===== src/tsd_pkg.sv =====
// Types and constants of the scaled-target divider.
package tsd_pkg;

  localparam int WORD_W  = 64;
  localparam int TGT_W   = 256;
  localparam int SCALE_W = 32;
  localparam int PROD_W  = TGT_W + SCALE_W;   // product of target and scale
  localparam int DIV_W   = 63;                // clamped divisor stays below 2^63
  localparam int N_PP    = TGT_W / SCALE_W;   // 32-bit slices of the target

  localparam logic [SCALE_W-1:0] SCALE_RESET = 32'd1000000;

  // Beat moving down the divider chain.
  typedef struct packed {
    logic              vld;
    logic              szero;
    logic [DIV_W-1:0]  d;
    logic [DIV_W-1:0]  rem;
    logic [PROD_W-1:0] nq;   // numerator bits shift out the top, quotient bits in the bottom
  } tsd_cell_t;

endpackage


===== src/tsd_if.sv =====


interface tsd_out_if;
  logic        valid;
  logic        ready;
  logic [63:0] target_out_word0;
  logic [63:0] target_out_word1;
  logic [63:0] target_out_word2;
  logic [63:0] target_out_word3;

  modport source (
    output valid, target_out_word0, target_out_word1, target_out_word2, target_out_word3,
    input  ready
  );
  modport sink (
    input  valid, target_out_word0, target_out_word1, target_out_word2, target_out_word3,
    output ready
  );
endinterface


===== src/tsd_out_skid.sv =====
// Two-entry result buffer; it frees the pipeline while the consumer stalls.
module tsd_out_skid
  import tsd_pkg::*;
(
  input  logic             clk,
  input  logic             rst_n,
  input  logic             push,
  input  logic [TGT_W-1:0] push_data,
  output logic             adv,
  tsd_out_if.source        out_ch
);

  logic [1:0]       cnt_r, cnt_nxt;
  logic [TGT_W-1:0] e0_r, e0_nxt, e1_r, e1_nxt;
  logic             pop;

  assign adv          = (cnt_r != 2'd2);
  assign out_ch.valid = (cnt_r != 2'd0);
  assign pop          = out_ch.valid && out_ch.ready;
  assign out_ch.target_out_word0 = e0_r[WORD_W*0 +: WORD_W];
  assign out_ch.target_out_word1 = e0_r[WORD_W*1 +: WORD_W];
  assign out_ch.target_out_word2 = e0_r[WORD_W*2 +: WORD_W];
  assign out_ch.target_out_word3 = e0_r[WORD_W*3 +: WORD_W];

  always_comb begin
    cnt_nxt = cnt_r;
    e0_nxt  = e0_r;
    e1_nxt  = e1_r;
    case (cnt_r)
      2'd0: begin
        if (push) begin
          e0_nxt  = push_data;
          cnt_nxt = 2'd1;
        end
      end
      2'd1: begin
        if (push && pop) begin
          e0_nxt = push_data;
        end else if (push) begin
          e1_nxt  = push_data;
          cnt_nxt = 2'd2;
        end else if (pop) begin
          cnt_nxt = 2'd0;
        end
      end
      default: begin
        // full: no push can arrive, drain the head
        if (pop) begin
          e0_nxt  = e1_r;
          cnt_nxt = 2'd1;
        end
      end
    endcase
  end

  always_ff @(posedge clk) begin
    if (!rst_n) begin
      cnt_r <= 2'd0;
    end else begin
      cnt_r <= cnt_nxt;
    end
  end

  always_ff @(posedge clk) begin
    e0_r <= e0_nxt;
    e1_r <= e1_nxt;
  end

endmodule


===== src/flat_wrapper.sv =====
// flat-port wrapper written by rule: the top's interface ports become plain ports
module tsd_out_skid_flat import tsd_pkg::*;
  (clk, rst_n, push, push_data, adv, out_ch_valid, out_ch_target_out_word0, out_ch_target_out_word1, out_ch_target_out_word2, out_ch_target_out_word3, out_ch_ready);
  tsd_out_if out_ch_i ();
  input  logic clk;
  input  logic rst_n;
  input  logic push;
  input  logic [TGT_W-1:0] push_data;
  output logic adv;
  output wire logic [$bits(out_ch_i.valid)-1:0] out_ch_valid;
  output wire logic [$bits(out_ch_i.target_out_word0)-1:0] out_ch_target_out_word0;
  output wire logic [$bits(out_ch_i.target_out_word1)-1:0] out_ch_target_out_word1;
  output wire logic [$bits(out_ch_i.target_out_word2)-1:0] out_ch_target_out_word2;
  output wire logic [$bits(out_ch_i.target_out_word3)-1:0] out_ch_target_out_word3;
  input wire logic [$bits(out_ch_i.ready)-1:0] out_ch_ready;
  assign out_ch_valid = out_ch_i.valid;
  assign out_ch_target_out_word0 = out_ch_i.target_out_word0;
  assign out_ch_target_out_word1 = out_ch_i.target_out_word1;
  assign out_ch_target_out_word2 = out_ch_i.target_out_word2;
  assign out_ch_target_out_word3 = out_ch_i.target_out_word3;
  assign out_ch_i.ready = out_ch_ready;
  tsd_out_skid u_core (.clk(clk), .rst_n(rst_n), .push(push), .push_data(push_data), .adv(adv), .out_ch(out_ch_i));
endmodule

===== config.mk =====
export PLATFORM = sky130hd
export DESIGN_NAME = tsd_out_skid_flat
export DESIGN_NICKNAME = d
export VERILOG_FILES = /design/src/tsd_pkg.sv /design/src/tsd_if.sv /design/src/tsd_out_skid.sv /design/src/flat_wrapper.sv
export SDC_FILE = /design/constraint.sdc
export NUM_CORES = 1
export LEC_CHECK = 0
export ABC_CLOCK_PERIOD_IN_PS = 30100
export BUFFER_PORTS_ARGS = -buffer_cell sky130_fd_sc_hd__buf_2
export CAP_MARGIN = 20
export CORE_MARGIN = 5
export CORE_UTILIZATION = 50
export DETAILED_ROUTE_END_ITERATION = 10
export GPL_ROUTABILITY_DRIVEN = 0
export MAX_ROUTING_LAYER = met4
export PLACE_DENSITY = 0.83
export SYNTH_ARGS = -nofsm -noshare
export SYNTH_HDL_FRONTEND = slang
export SYNTH_SLANG_ARGS = --single-unit

===== constraint.sdc =====
create_clock -name clk -period 30.1 [get_ports clk]
set_clock_uncertainty 0.15 [all_clocks]
set_input_delay 6.02 -clock clk [delete_from_list [all_inputs] [get_ports clk]]
set_output_delay 6.02 -clock clk [all_outputs]
set_load 0.005 [all_outputs]

==> impl_results.md <==
- Placed Cells incl. Taps: 1819
- Worst VDD drop: 0.05254 mV
- Critical path peak fanout: 183
- Syn_area_per_cell: 23.45 um2
- CP endpoint: u_core.e1_r[201]
- Met1 Use GR: 0.2387
- DR vias: 9823
- CTS buffer count: 50
- Lkg Pwr: 8.965 nW
- H-tree levels: 2
- Final count of negative-setup-slack endpoints: 0
- First-pass GRT wire length: 62.17 mm
- Reg-to-reg endpoint: u_core.e0_r[179]
- Crit path max-delay cell type: buf_4
- Largest net degree at the start of global routing: 184
- Routed WL per cell: 22.32 um
- Largest family of logic cells by synthesized area: multiplexers
- Filler cells: 2517
- Initial antenna violation count: 9
- Launching point of the worst reg2reg path: u_core.cnt_r[1]
- FMAX: 120.6 MHz
- Most common cell after layout, fill and taps aside: buf_2
- Reg2reg setup slack: 26.28 ns
- Initial core utilization: 0.5062
- Worst reg2reg path depth: 3
- Met3 usage in global routing: 0.07155
- Max-capacitance violation count: 0
- Met2 capacity usage during global routing: 0.3236
- Final worst path period share: 0.2755
- HPWL after DPL: 29.61 mm
- Post-CTS setup buffer count: 0
- Area taken by multi-input logic gates: 3344 um2
- RSZ-0062 raised after global routing: no
- YS warnings: 0
- CTS Sinks: 514
- Yosys reg bits: 514
- Post-synthesis mux area share: 0.1719
- Slew HR: 0.2113
- Drt pass-1 iters: 4
- Avg Vias per Cell: 5.121
- Post-synthesis compound-gate area fraction: 0.001381
- Die Ht: 205.1 um
- Crit start category: input port
- DRT iter0 DRCs: 597
- Most frequent cells in the layout: buf_2, edfxtp_1, mux2_2
- Non-filler cells, final: 1918
- Minimum clock period: 8.292 ns
- Die W: 205.1 um
- Core box area: 37580 um2
- Distinct cells, synth: 17
- Post-synthesis net count: 1071
- CP arrival: 8.32 ns
- Fin nets: 1620
- # rows: 71
- Worst EP required: 30.12 ns
- Post-synthesis sequential area ratio: 0.8104
- Worst setup path startpoint: push
- Post-route DRC: 0
- Final max-slew violation count: 0
- Area growth syn-to-layout: 24.59%
- Layout cell share with drive strength beyond 1: 0.6137
- CTS root buf: clkbuf_16
- Syn Inst Count: 811
- Worst Setup End Kind: flip-flop
- Ports: 518
- Most used routing layer: met2
- Synth Area in XOR/XNOR: 0
- Delay of the slowest cell on the worst path: 0.90 ns
- Worst Hold Class: flip-flop to flip-flop
- Status: complete, no violations
- Die area: 42050 um2
- Cell area after synthesis: 19020 um2
- Crit Path Category: input port to flip-flop
- Post-Synth Adder-Cell Area: 0
- Worst-Skew Late Latency: 0.56 ns
- Final wirelength: 42.80 mm
- Total GRT Usage: 0.2011
- Actual slew at the worst max-slew pin: 1.183 ns
- Post_cts resized: 0
- CP Cell Sequence: buf_2 -> nand2_1 -> nor3_2 -> buf_12 -> buf_4
- Simple-gate share of the synthesized area: 0.001710
- Hold buffer count at cts: 0
- Fin. Hold Viols: 0
- PortBufs: 517
- Pwr Density: 65.71 nW/um2
- CTS tree: done
- Worst-path clk slew: 0.06 ns
- Max Buffers Root-to-Sink: 3
- Total grt overflow: 0
- Register area: 15420 um2
- ANT nets after route: 0
- Vias in the first global route: 10392
- Setup_tns: 0 ns
-- cells in the mapped netlist --
cell type	count	area, um2
edfxtp_1	512	15370
buf_8	10	150.1
o221a_2	1	11.26
mux2_4	100	1501
inv_1	1	3.750
nand2_1	1	3.750
nor3_1	1	5.000
buf_2	10	50.05
a21oi_1	3	15.01
dfxtp_1	2	40.04
buf_6	2	22.52
nand2b_1	1	6.260
nor2_1	1	3.750
mux2_2	157	1768
nor3b_1	1	7.510
buf_4	7	52.55
or2_2	1	6.260
-- registers in the layout, indices dropped and copies added (netlist names) --
register and cells:
u_core.e0_r 256, u_core.e1_r 256, u_core.cnt_r 2
-- worst min-delay path by stage --
| stage | start | to | slack [ns] | depth (start not counted) |
|---|---|---|---|---|
| 2_1_floorplan | u_core.e1_r[178] | u_core.e0_r[178] | 0.37 | 1 |
| 3_3_place_gp | u_core.e1_r[30] | u_core.e0_r[30] | 0.38 | 1 |
| 3_5_place_dp | u_core.e1_r[73] | u_core.e0_r[73] | 0.38 | 1 |
| 4_1_cts | u_core.e1_r[92] | u_core.e0_r[92] | 0.39 | 1 |
| 5_1_grt | u_core.e1_r[92] | u_core.e0_r[92] | 0.40 | 1 |
| 6_report | u_core.e1_r[77] | u_core.e0_r[77] | 0.39 | 1 |
-- report_power, final --
group / switching (W) / internal [W] / leakage, nW
Clock: 0.000257 / 0.000353 / 0.783
Sequential: 0.0000109 / 0.000830 / 4.83
Combinational: 0.0000537 / 0.0000519 / 3.36
-- cell families (layout without fill, tap and decap cells) --
kind of cell           after synthesis  count (layout)
and+or+nand+nor                      6               6
buffers and inverters               30             617
AOI/OAI and AO/OA                    4               4
other                                0               9
muxes                              257             257
DFF                                514             514
-- layout make-up --
| class | instances | area share |
|---|---|---|
| clock inverters | 31 | 0.01072 |
| flip-flops and latches | 514 | 0.6506 |
| clock buffers | 59 | 0.05691 |
| inverters | 1 | 0.0001584 |
| diodes | 9 | 0.0009503 |
| well taps | 511 | 0.02698 |
| multi-input cells | 267 | 0.1411 |
| repair buffers | 526 | 0.1126 |
-- through the flow --
step                      worst slack [ns]    util  power [W]  hold slack [ns]  area [um2]
after CTS                            21.82  0.6301   0.001571           0.3942       23680
final                                21.81  0.6307   0.001557           0.3950       23700
after detailed placement             21.35  0.5874  0.0009626           0.3816       22070
after global routing                 21.73  0.6305   0.001614           0.4002       23690
after global placement               21.36  0.5874  0.0009580           0.3766       22070
after floorplan                      5.427       -  0.0009155           0.3731       19020
-- layer usage --
layer  vias to the layer above  wire, um
met3                        76      4750
met2                       493     20970
li1                       4386         -
met5                         -         0
met1                      4868     15940
met4                         0      1141
-- worst max-delay path, delay by kind of cell --
family                 cells  cell delay, ns
buffers and inverters      3            1.65
and+or+nand+nor            2            0.27
Power figures use the tool's default switching activity.
