<file path="src/tsd_pkg.sv">
// Types and constants of the scaled-target divider.
package tsd_pkg;

  localparam int WORD_W  = 64;
  localparam int TGT_W   = 256;
  localparam int SCALE_W = 32;
  localparam int PROD_W  = TGT_W + SCALE_W;   // product of target and scale
  localparam int DIV_W   = 63;                // clamped divisor stays below 2^63
  localparam int N_PP    = TGT_W / SCALE_W;   // 32-bit slices of the target

  localparam logic [SCALE_W-1:0] SCALE_RESET = 32'd1000000;

  // Beat moving down the divider chain.
  typedef struct packed {
    logic              vld;
    logic              szero;
    logic [DIV_W-1:0]  d;
    logic [DIV_W-1:0]  rem;
    logic [PROD_W-1:0] nq;   // numerator bits shift out the top, quotient bits in the bottom
  } tsd_cell_t;

endpackage

</file>
<file path="src/tsd_div_cell.sv">
// One restoring-division step: shift in a numerator bit, compare, subtract.
module tsd_div_cell
  import tsd_pkg::*;
(
  input  logic      clk,
  input  logic      rst_n,
  input  logic      adv,
  input  tsd_cell_t prv,
  output tsd_cell_t cur_r
);

  tsd_cell_t        cur_nxt;
  logic [WORD_W-1:0] trial;
  logic [WORD_W:0]   diff;
  logic              ge;

  always_comb begin
    trial = {prv.rem, prv.nq[PROD_W-1]};
    diff  = {1'b0, trial} - {2'b00, prv.d};
    ge    = !diff[WORD_W];
    cur_nxt       = prv;
    cur_nxt.rem   = ge ? diff[DIV_W-1:0] : trial[DIV_W-1:0];
    cur_nxt.nq    = {prv.nq[PROD_W-2:0], ge};
  end

  always_ff @(posedge clk) begin
    if (!rst_n) begin
      cur_r.vld <= 1'b0;
    end else if (adv) begin
      cur_r.vld <= cur_nxt.vld;
    end
    if (adv) begin
      cur_r.szero <= cur_nxt.szero;
      cur_r.d     <= cur_nxt.d;
      cur_r.rem   <= cur_nxt.rem;
      cur_r.nq    <= cur_nxt.nq;
    end
  end

endmodule

</file>
<file path="config.mk">
export PLATFORM = sky130hd
export DESIGN_NAME = tsd_div_cell
export DESIGN_NICKNAME = d
export VERILOG_FILES = /design/src/tsd_pkg.sv /design/src/tsd_div_cell.sv
export SDC_FILE = /design/constraint.sdc
export NUM_CORES = 1
export LEC_CHECK = 0
export BUFFER_PORTS_ARGS = -buffer_cell sky130_fd_sc_hd__buf_2
export CAP_MARGIN = 10
export CORE_AREA = 2 2 326 328
export DETAILED_ROUTE_END_ITERATION = 7
export DIE_AREA = 0 0 328 330
export PLACE_DENSITY = 0.47
export SLEW_MARGIN = 5
export SYNTH_ARGS = -nofsm -noshare
export SYNTH_HDL_FRONTEND = slang
export SYNTH_SLANG_ARGS = --single-unit
</file>
<file path="constraint.sdc">
create_clock -name clk -period 3.96 [get_ports clk]
set_clock_uncertainty 0.1 [all_clocks]
set_input_delay 0.792 -clock clk [delete_from_list [all_inputs] [get_ports clk]]
set_output_delay 0.792 -clock clk [all_outputs]
set_load 0.03 [all_outputs]
</file>
==> results of run 1 <==
[Yosys cell counts, types with 12 or more instances]
cell type and count:
a21o_1 29, a21oi_1 67, a31oi_1 12, clkbuf_1 25, edfxtp_1 415, ha_1 63, inv_1 73, nand2_1 110
nand3_1 14, nand4_1 24, nor2_1 29, o21ai_0 66, o21ai_1 32, xnor2_1 32, xor2_1 26
[layout make-up]
type / instances / share of cell area, %
Clock buffer: 55 / 5.17
Inverter: 74 / 1.09
Multi-Input combinational cell: 614 / 15.9
Sequential cell: 416 / 49.2
Antenna cell: 13 / 0.128
Timing Repair Buffer: 934 / 19.7
Tap cell: 1391 / 6.85
Clock inverter: 36 / 1.98
[metal layers]
| metal | track usage [%] | vias up | share of wire [%] |
|---|---|---|---|
| li1 | - | 6196 | - |
| met1 | 16.9 | 6477 | 36 |
| met2 | 27.4 | 690 | 49 |
| met3 | 8.07 | 256 | 11 |
| met4 | 3.91 | 34 | 2.8 |
| met5 | 0 | - | 0.25 |
[kinds of logic after synthesis]
kind of cell               share of synthesized area (%)
adders and majority gates                           4.76
xor gates and xnor gates                            2.99
AOI/OAI and AO/OA                                   9.65
and+or+nand+nor                                     5.96
buffers and inverters                               2.86
muxes                                              0.346
DFF                                                 73.5
[metrics by stage]
step	cells	hold slack (ps)	total power, mW	setup slack [ps]
2_1_floorplan	1145	540	6.97	150
3_3_place_gp	3429	396	8.26	-325
3_5_place_dp	3429	401	8.27	-358
4_1_cts	3520	146	13.5	345
5_1_grt	3528	162	13.8	168
6_report	3533	222	13.3	334
[worst min path at each step]
| stage | slack [ps] | startpoint | endpoint | cells after the start |
|---|---|---|---|---|
| after global routing | 160 | prv[76] | cur_r[77] | 1 |
| final | 220 | prv[239] | cur_r[240] | 1 |
| after global placement | 400 | cur_r[415] | cur_r[415] | 2 |
| after detailed placement | 400 | cur_r[415] | cur_r[415] | 2 |
| after floorplan | 540 | cur_r[415] | cur_r[415] | 2 |
| after CTS | 150 | prv[145] | cur_r[146] | 1 |
[report_power, final]
part	switching (mW)	total (mW)	internal, mW
Sequential	0.116	5.44	5.32
Combinational	1.88	2.71	0.827
Clock	2.07	5.13	3.07
Total	4.07	13.3	9.21
[worst register-to-register path, cell delays in order, from the launching register on]
cell and delay, ps:
dfxtp_1 310, mux2i_1 120, nor2b_1 60
==> flow_metrics.env, run 1 <==
export IMPL_holdBufCountCts=0
export IMPL_pwr_density_cell_nw_per_um2=523
export IMPL_final_area_um2=25400
export IMPL_drt_iter0_markers=740
export IMPL_cts_tree="yes"
export IMPL_syn_instance_count=1145
export IMPL_synth_edf_count=415
export IMPL_rsz0062_at_grt="no"
export IMPL_slowest_stage="fa_1"
export IMPL_fp_row_count=119
export IMPL_cp_start_kind="input port"
export IMPL_cts_sinks=416
export IMPL_regArea_um2=12500
export IMPL_die_w_um=328
export IMPL_drt_pass1_iter_count=5
export IMPL_start_util_pct=16.2
export IMPL_drive_gt1_share_pct=48.4
export IMPL_path_class="in2reg"
export IMPL_cts_resized=0
export IMPL_grt_ovfl_total=0
export IMPL_synth_avg_cell_area_um2=14.8
export IMPL_maxCapViolations=0
export IMPL_cts_path_max_buffers=3
export IMPL_path_buf_inv=5
export IMPL_ys_warn_count=0
export IMPL_ys_ff_latch=416
export IMPL_nFillCells=11300
export IMPL_tightest_slew_ps=669
export IMPL_period_share_pct=91.6
export IMPL_yosys_area_top_type="edfxtp_1"
export IMPL_drv_slew=0
export IMPL_die_area_um2=108000
export IMPL_rr_startpoint="cur_r[415]"
export IMPL_final_common_cell="buf_2"
export IMPL_cts_setup_buffers=0
export IMPL_numCtsBuffers=52
export IMPL_path_max_fanout=24
export IMPL_postSynth_asyncResetShare_pct=0
export IMPL_synth_area_leaders="edfxtp_1 (73%), ha_1 (4.6%), nand2_1 (2.4%), a21oi_1 (2.0%), o21ai_0 (1.9%)"
export IMPL_io_pins=835
export IMPL_synth_cell_area_um2=17000
export IMPL_dp_hpwl_mm=76.5
export IMPL_multiInputGateArea_um2=4030
export IMPL_hold_violations=0
export IMPL_core_area_um2=105000
export IMPL_clkTransAtPathRegs_ps=60
export IMPL_fin_crit_ps=3630
export IMPL_rr_worst_depth=2
export IMPL_wire_per_inst_um=25.3
export IMPL_cpMostUsedCell="buf_12"
export IMPL_ir_drop_mv=0.297
export IMPL_finish_utilization_pct=24.3
export IMPL_endpoint_kind="flop"
export IMPL_synth_nets=1628
export IMPL_insertion_delay_ps=640
export IMPL_outcome="complete, no violations"
export IMPL_grt_pass1_vias=13700
export IMPL_synth_ff_type="edfxtp_1"
export IMPL_hp_class="in2reg"
export IMPL_slowest_delay_ps=430
export IMPL_yosys_area_top_type_share_pct=73.3
export IMPL_tns_ps=0
export IMPL_final_cell_mix="buf_2 (833), edfxtp_1 (415), nand2_1 (110), buf_4 (94), inv_1 (73)"
export IMPL_route_vias_total=13700
export IMPL_crit_path_end="cur_r[294]"
export IMPL_synth_cell_type_count=59
export IMPL_r2r_end="cur_r[415]"
export IMPL_dpl_cell_area_um2=23500
export IMPL_area_growth_pct=49.4
export IMPL_drc=0
export IMPL_timing_fmax_mhz=276
export IMPL_grtUsageTotal_pct=15.8
export IMPL_largestRegisters="cur_r (416)"
export IMPL_layout_nets=2575
export IMPL_grt_max_degree=71
export IMPL_die_height_um=330
export IMPL_largest_register_ffs=416
export IMPL_relSlewSlack_pct=55.4
export IMPL_grt_antenna_before_repair=107
export IMPL_via_per_inst=3.86
export IMPL_top_register="cur_r"
export IMPL_reg2reg_slack_ps=3280
export IMPL_cp_arrival_ps=3880
export IMPL_yosysSeqAreaShare_pct=73.5
export IMPL_portBuffers=834
export IMPL_startpoint="prv[287]"
export IMPL_crit_cells=17
export IMPL_htreeDepth=2
export IMPL_leakage_nw=10.8
export IMPL_grt_pass1_wl_mm=116
export IMPL_setup_viol=0
export IMPL_crit_family="compound AO/OA/AOI/OAI gates"
export IMPL_clock_tree_root_cell="clkbuf_16"
export IMPL_drtAntennaViolNets=0
export IMPL_wl_mm=89.4
export IMPL_gp_congestion=0.838
export IMPL_path_cells="buf_2, inv_1, ha_1, fa_1, nand2b_1, a21o_1, a311oi_2, a211oi_2, o31ai_4, buf_4, a21o_4, a31oi_1, o21a_4, buf_12, buf_12, nand2_1, o21ai_0"
export IMPL_required_ps=4210
(Power assumes the default switching activity.)
==> inputs of run 2 (changes only) <==
--- a/config.mk
+++ b/config.mk
@@ -7,9 +7,9 @@
 export LEC_CHECK = 0
 export BUFFER_PORTS_ARGS = -buffer_cell sky130_fd_sc_hd__buf_2
 export CAP_MARGIN = 10
-export CORE_AREA = 2 2 326 328
+export CORE_AREA = 2 2 327 329
 export DETAILED_ROUTE_END_ITERATION = 7
-export DIE_AREA = 0 0 328 330
+export DIE_AREA = 0 0 329 331
 export PLACE_DENSITY = 0.47
 export SLEW_MARGIN = 5
 export SYNTH_ARGS = -nofsm -noshare
==> flow_metrics.env, run 2 (same netlist as run 1, synthesis figures left out) <==
export IMPL_clock_tree_root_cell="clkbuf_16"
export IMPL_period_share_pct=91.3
export IMPL_drc=0
export IMPL_area_growth_pct=50.0
export IMPL_hp_class="in2reg"
export IMPL_htreeDepth=2
export IMPL_cts_resized=0
export IMPL_grt_ovfl_total=0
export IMPL_cts_setup_buffers=0
export IMPL_regArea_um2=12500
export IMPL_endpoint_kind="flop"
export IMPL_cts_path_max_buffers=3
export IMPL_numCtsBuffers=54
export IMPL_portBuffers=834
export IMPL_cp_start_kind="input port"
export IMPL_cp_arrival_ps=3880
export IMPL_required_ps=4220
export IMPL_route_vias_total=13700
export IMPL_dp_hpwl_mm=75.1
export IMPL_clkTransAtPathRegs_ps=60
export IMPL_via_per_inst=3.85
export IMPL_cts_sinks=416
export IMPL_grtUsageTotal_pct=15.3
export IMPL_start_util_pct=16.2
export IMPL_die_height_um=331
export IMPL_tightest_slew_ps=554
export IMPL_io_pins=835
export IMPL_die_w_um=329
export IMPL_hold_violations=0
export IMPL_rsz0062_at_grt="no"
export IMPL_drt_pass1_iter_count=5
export IMPL_hold_depth=1
export IMPL_layout_nets=2601
export IMPL_grt_pass1_wl_mm=113
export IMPL_fin_crit_ps=3620
export IMPL_path_max_fanout=4
export IMPL_drtAntennaViolNets=0
export IMPL_rr_worst_depth=2
export IMPL_relSlewSlack_pct=62.7
export IMPL_gp_congestion=0.837
export IMPL_grt_antenna_before_repair=103
export IMPL_dp_slack_ps=-338
export IMPL_multiInputGateArea_um2=4030
export IMPL_cts_tree="yes"
export IMPL_core_area_um2=105000
export IMPL_top_register="cur_r"
export IMPL_grt_pass1_vias=13700
export IMPL_outcome="complete, no violations"
export IMPL_die_area_um2=109000
export IMPL_largest_register_ffs=416
export IMPL_final_common_cell="buf_2"
export IMPL_grt_max_degree=95
export IMPL_wire_per_inst_um=24.7
export IMPL_ir_drop_mv=0.316
export IMPL_drive_gt1_share_pct=49.1
export IMPL_maxCapViolations=0
export IMPL_fp_row_count=119
export IMPL_setup_slack_ps=343
export IMPL_path_class="in2reg"
export IMPL_nFillCells=11300
export IMPL_leakage_nw=10.9
export IMPL_wl_mm=88.1
export IMPL_pwr_density_cell_nw_per_um2=511
export IMPL_final_cell_mix="buf_2 (833), edfxtp_1 (415), buf_4 (117), nand2_1 (110), inv_1 (73)"
export IMPL_largestRegisters="cur_r (416)"
export IMPL_insertion_delay_ps=630
export IMPL_timing_fmax_mhz=276
export IMPL_setup_viol=0
export IMPL_drt_iter0_markers=842
export IMPL_holdBufCountCts=0
export IMPL_finalPower_mw=13.0
export IMPL_drv_slew=0
export IMPL_finish_utilization_pct=24.3
==> run 2: where the power goes <==
group	switching, mW	internal (mW)
Combinational	1.87	0.857
Sequential	0.111	5.32
Clock	2.11	2.77
==> run 2: final timing paths <==
check | startpoint | to | slack, ps
worst max-delay path | prv[354] | cur_r[347] | 340
worst min-delay path | prv[249] | cur_r[250] | 230
worst max register to register | cur_r[415] | cur_r[415] | 3280
worst min register to register | cur_r[415] | cur_r[415] | 410
==> run 2: metrics by stage <==
| step | std cells | setup TNS (ps) | hold WS (ps) | cell area, um^2 |
|---|---|---|---|---|
| finish | 3565 | 0 | 227 | 25500 |
| global route | 3557 | 0 | 181 | 25500 |
| CTS | 3552 | 0 | 163 | 25500 |
| detailed placement | 3453 | -14700 | 408 | 23700 |
| global placement | 3453 | -10090 | 398 | 23700 |
| floorplan | 1145 | 0 | 540 | 17000 |
==> run 2: layout make-up <==
type,instances,share of cell area [%]
inverter,74,1.09
sequential,416,49.0
timing repair buffer,958,20.4
multi-input combinational,614,15.8
clock buffer,59,5.37
tap,1391,6.83
antenna,13,0.128
clock inverter,40,1.41
==> run 2: routing by layer <==
layer  GRT usage, %  vias to the layer above  wire length, um
met5              0                        -              235
met3           6.64                      260             9050
li1               -                     6268                -
met2           26.5                      688            42900
met1           17.2                     6493            33200
met4           3.95                       34             2710
==> run 2: critical path: stages <==
cell,delay [ps]
buf_2,90
inv_1,50
ha_1,340
and2_1,200
a221o_1,380
o211ai_1,260
nand3_1,150
a2bb2oi_1,190
buf_4,160
a21boi_2,350
o21ai_1,160
a221oi_1,300
buf_4,180
xor2_1,180
o21ai_1,80
